===== config.mk =====
export PLATFORM = sky130hd
export DESIGN_NAME = gsa_ctrl
export DESIGN_NICKNAME = d
export VERILOG_FILES = /design/src/rtl/core/gsa_pkg.sv /design/src/rtl/core/gsa_ctrl.sv
export SDC_FILE = /design/constraint.sdc
export NUM_CORES = 1
export LEC_CHECK = 0
export BUFFER_PORTS_ARGS = -buffer_cell sky130_fd_sc_hd__buf_2
export CORE_AREA = 5 5 42 44
export CTS_BUF_LIST = sky130_fd_sc_hd__clkbuf_8
export DETAILED_ROUTE_END_ITERATION = 7
export DIE_AREA = 0 0 47 49
export PLACE_DENSITY = 0.48
export SLEW_MARGIN = 15
export SYNTH_ARGS = -nofsm -noshare
export SYNTH_HDL_FRONTEND = slang
export SYNTH_SLANG_ARGS = --single-unit
export TNS_END_PERCENT = 10

===== constraint.sdc =====
create_clock -name clk_i -period 2.6 [get_ports clk_i]
set_input_delay 0.26 -clock clk_i [delete_from_list [all_inputs] [get_ports clk_i]]
set_output_delay 0.26 -clock clk_i [all_outputs]
set_load 0.01 [all_outputs]

===== src/rtl/core/gsa_pkg.sv =====
// Package for the generational slot allocator.
// Holds table sizes, request and status codes, and the controller/datapath structs.
// No dependencies.
package gsa_pkg;

  localparam int unsigned SLOTS = 256;
  localparam int unsigned IDX_W = $clog2(SLOTS);
  localparam int unsigned CNT_W = $clog2(SLOTS + 1);
  localparam int unsigned GEN_W = 32;

  localparam logic [1:0] KIND_ALLOC   = 2'd0;
  localparam logic [1:0] KIND_RELEASE = 2'd1;
  localparam logic [1:0] KIND_CHECK   = 2'd2;

  localparam logic [1:0] STATUS_OK      = 2'd0;
  localparam logic [1:0] STATUS_INVALID = 2'd1;
  localparam logic [1:0] STATUS_FULL    = 2'd2;

  typedef struct packed {
    logic latch;
    logic pop;
    logic fetch_top_gen;
    logic fetch_req_gen;
    logic grant_new;
    logic grant_full;
    logic bump;
    logic resolve;
    logic reject;
  } cmd_t;

  typedef struct packed {
    logic [1:0] kind;
    logic       stack_empty;
    logic       table_full;
  } stat_t;

endpackage


===== src/rtl/core/gsa_ctrl.sv =====
// Controller of the generational slot allocator: sequences one transaction.
// Depends on gsa_pkg.
module gsa_ctrl (
  input  logic          clk_i,
  input  logic          rst_ni,
  input  logic          start,
  output logic          busy,
  input  gsa_pkg::stat_t stat_i,
  output gsa_pkg::cmd_t  cmd_o
);
  import gsa_pkg::*;

  typedef enum logic [2:0] {
    ST_IDLE,
    ST_DECODE,
    ST_POP,
    ST_BUMP,
    ST_CHECK
  } state_e;

  state_e state_q, state_d;
  logic   busy_q;

  always_comb begin
    state_d = state_q;
    cmd_o   = '0;
    unique case (state_q)
      ST_IDLE: begin
        if (start) begin
          cmd_o.latch = 1'b1;
          state_d     = ST_DECODE;
        end
      end
      ST_DECODE: begin
        state_d = ST_IDLE;
        unique case (stat_i.kind)
          KIND_ALLOC: begin
            if (!stat_i.stack_empty) begin
              cmd_o.pop = 1'b1;
              state_d   = ST_POP;
            end else if (!stat_i.table_full) begin
              cmd_o.grant_new = 1'b1;
            end else begin
              cmd_o.grant_full = 1'b1;
            end
          end
          KIND_RELEASE, KIND_CHECK: begin
            cmd_o.fetch_req_gen = 1'b1;
            state_d             = ST_CHECK;
          end
          default: cmd_o.reject = 1'b1;
        endcase
      end
      ST_POP: begin
        cmd_o.fetch_top_gen = 1'b1;
        state_d             = ST_BUMP;
      end
      ST_BUMP: begin
        cmd_o.bump = 1'b1;
        state_d    = ST_IDLE;
      end
      ST_CHECK: begin
        cmd_o.resolve = 1'b1;
        state_d       = ST_IDLE;
      end
      default: state_d = ST_IDLE;
    endcase
  end

  always_ff @(posedge clk_i or negedge rst_ni) begin
    if (!rst_ni) begin
      state_q <= ST_IDLE;
      busy_q  <= 1'b0;
    end else begin
      state_q <= state_d;
      busy_q  <= (state_d != ST_IDLE);
    end
  end

  assign busy = busy_q;

endmodule


==> reports/results.ini <==
[timing]
finalSetupViolCount=0
min_period_ns=1.62
fmax_ghz=0.619
rsz0062_at_grt=no
setup_tns_ns=0
tightest_slew_ns=0.293
hold_violations=0
finalCritPeriodShare_pct=62.2
slew_headroom_pct=80.4
final_max_slew_viol_count=0
timing.hold.ws_ns=0.327
fin_skew_ns=0.00203

[global_routing]
grt_max_degree=8
busiest_layer=met4
grtUsageMet3_pct=1.11
antenna_found_initial=0
grt_overflow=0
grt.met1_usage_pct=8.02
grt_pass1_wl_um=1010
grt_use_met2_pct=7.47
grt_pass1_vias=260
track_usage_pct=6.36

[clock_tree]
clock-root-buffer=clkbuf_8
cts_repair_resize_count=0
cts_buffers=3
cts.sinks=4
post_cts_buffers=0
cts_max_level=1
clk_latency_ns=0.22
cts_max_path_buffers=2
clk_pin_slew_ns=0.03
cts_tree=done
cts-hold-fix-buffers=1

[placement]
port_buffers=16
gp_congestion=0.604
post-place-cells=60
dp_hpwl_um=497

[pwr]
p_int_uw=211
pwr-share-comb_pct=24.1
clkPwrFrac_pct=45.2
seqPwrFrac_pct=30.7
p_sw_uw=78.1
power_density_nw_per_um2=675
p_leak_uw=0.000252
switching_share_pct=27.0
ir_drop_v=0.000258

[logic_synthesis]
ys_warn_count=0
synth_seq_cells=4
syn_area_um2=277
synthDistinctLibCells=15
syn_inst=28
seq_area_frac_synth_pct=36.2
avgSynthCellArea_um2=9.88
synth_nets=38

[worst_setup_path]
criticalPathCategory=register to primary output
r2r_cells=3
start_kind=register
cp_max_fo=7
end_kind=primary output
required_ns=2.34
arrival_ns=1.36

[detailed_routing]
drt_iter0_markers=0
vias_per_cell=4.16
wl_per_cell_um=9.52
drtPass1Iterations=1
drcViolationCount=0
num_vias=266
ant_nets=0
wl_um=609

[hold_path]
whs_path_depth=3
hold_class=input port to register

[die]
io-pin-count=17
start_util_pct=19.7
core_um2=1400
die_w_um=47
die_area_um2=2300
die_h_um=49
rows=14

[finish]
n_antenna_cell=0
fill_cells=164
drive_gt1_share_pct=52.1
fin_cells=64
area.growth.synth_to_final_pct=54.8
fin_nets=60

[outcome]
status=finished clean

[run]
max_cap_viol_count=0

## Yosys cell counts
master | instances | area (µm²)
nor2_1 | 3 | 11.3
inv_1 | 3 | 11.3
a21o_1 | 1 | 7.51
nor4b_1 | 2 | 17.5
dfrtp_1 | 4 | 100
nor3b_2 | 1 | 12.5
and2_4 | 1 | 8.76
nand3_1 | 1 | 5.00
ha_1 | 3 | 37.5
nor2b_1 | 1 | 6.26
or3_1 | 1 | 6.26
nor3b_1 | 2 | 15.0
and2_2 | 3 | 22.5
and3b_2 | 1 | 10.0
nor3_1 | 1 | 5.00
## power by group through the flow
stage | logic [µW] | registers, µW | clock network, µW
3_3_place_gp | 70.6 | 89.2 | 0
6_report | 69.7 | 88.6 | 131
3_5_place_dp | 70.3 | 89.6 | 0
5_1_grt | 78.3 | 92.1 | 139
2_1_floorplan | 39.9 | 88.9 | 0
4_1_cts | 71.5 | 89.0 | 133
## kinds of logic after synthesis
family	share of synthesized area (%)
AO/OA/AOI/OAI	2.72
AND/OR/NAND/NOR	43.4
flip-flops	36.2
buffers and inverters	4.07
adder cells (fa/ha/maj)	13.6
## per-stage QoR
stage | total power [µW] | setup slack [ns] | cell area, µm² | util [%]
detailed placement | 160 | 1.19 | 377 | 26.9
floorplan | 129 | 1.38 | 277 | -
global placement | 160 | 1.21 | 377 | 26.9
global route | 310 | 0.818 | 428 | 30.5
CTS | 294 | 0.961 | 428 | 30.5
finish | 289 | 0.984 | 428 | 30.5
## critical path, stage by stage (launching register included)
cell and delay [ns]:
dfrtp_1 0.44, nor3b_2 0.33, nand3_1 0.14, nor2_1 0.10, buf_2 0.13
## cell type report
class	count	area (µm²)	area share, %
inverter	3	11.3	2.63
tap	16	20.0	4.68
timing repair buffer	17	90.1	21.1
multi-input combinational	21	165	38.6
clock buffer	3	41.3	9.65
sequential	4	100	23.4
## metal layers
metal  wire length (µm)  share of wire (%)
met1                260                 43
met2                281                 46
met3                 47                7.7
met4                 19                3.1
met5                  0                  0
## path summary, 6_finish.rpt
check                                      from                    to  slack (ns)
max                        state_q[2]$_DFF_PN0_              cmd_o[3]        0.98
min                                       start  state_q[0]$_DFF_PN0_        0.33
max reg2reg                state_q[0]$_DFF_PN0_        busy$_DFF_PN0_        1.33
min reg2reg                state_q[0]$_DFF_PN0_  state_q[0]$_DFF_PN0_        0.55
max in group asynchronous                rst_ni        busy$_DFF_PN0_        2.11
min in group asynchronous                rst_ni  state_q[1]$_DFF_PN0_        0.37
## cell usage in the layout (no fill, tap or decap)
| cell type | Yosys | final |
|---|---|---|
| nor3_1 | 1 | 1 |
| inv_1 | 3 | 3 |
| and2_2 | 3 | 3 |
| nor4b_1 | 2 | 2 |
| nor2_1 | 3 | 3 |
| ha_1 | 3 | 3 |
| nand3_1 | 1 | 1 |
| buf_2 | 0 | 16 |
| a21o_1 | 1 | 1 |
| dlygate4sd3_1 | 0 | 1 |
| dfrtp_1 | 4 | 4 |
| clkbuf_8 | 0 | 3 |
| and2_4 | 1 | 1 |
| nor3b_1 | 2 | 2 |
| nor2b_1 | 1 | 1 |
| nor3b_2 | 1 | 1 |
| and3b_2 | 1 | 1 |
| or3_1 | 1 | 1 |
## sequential cells by signal (all words and copies together), names as in the netlist
name and count:
busy 1, state_q 3
No activity file was read; power rests on OpenSTA's default activity.
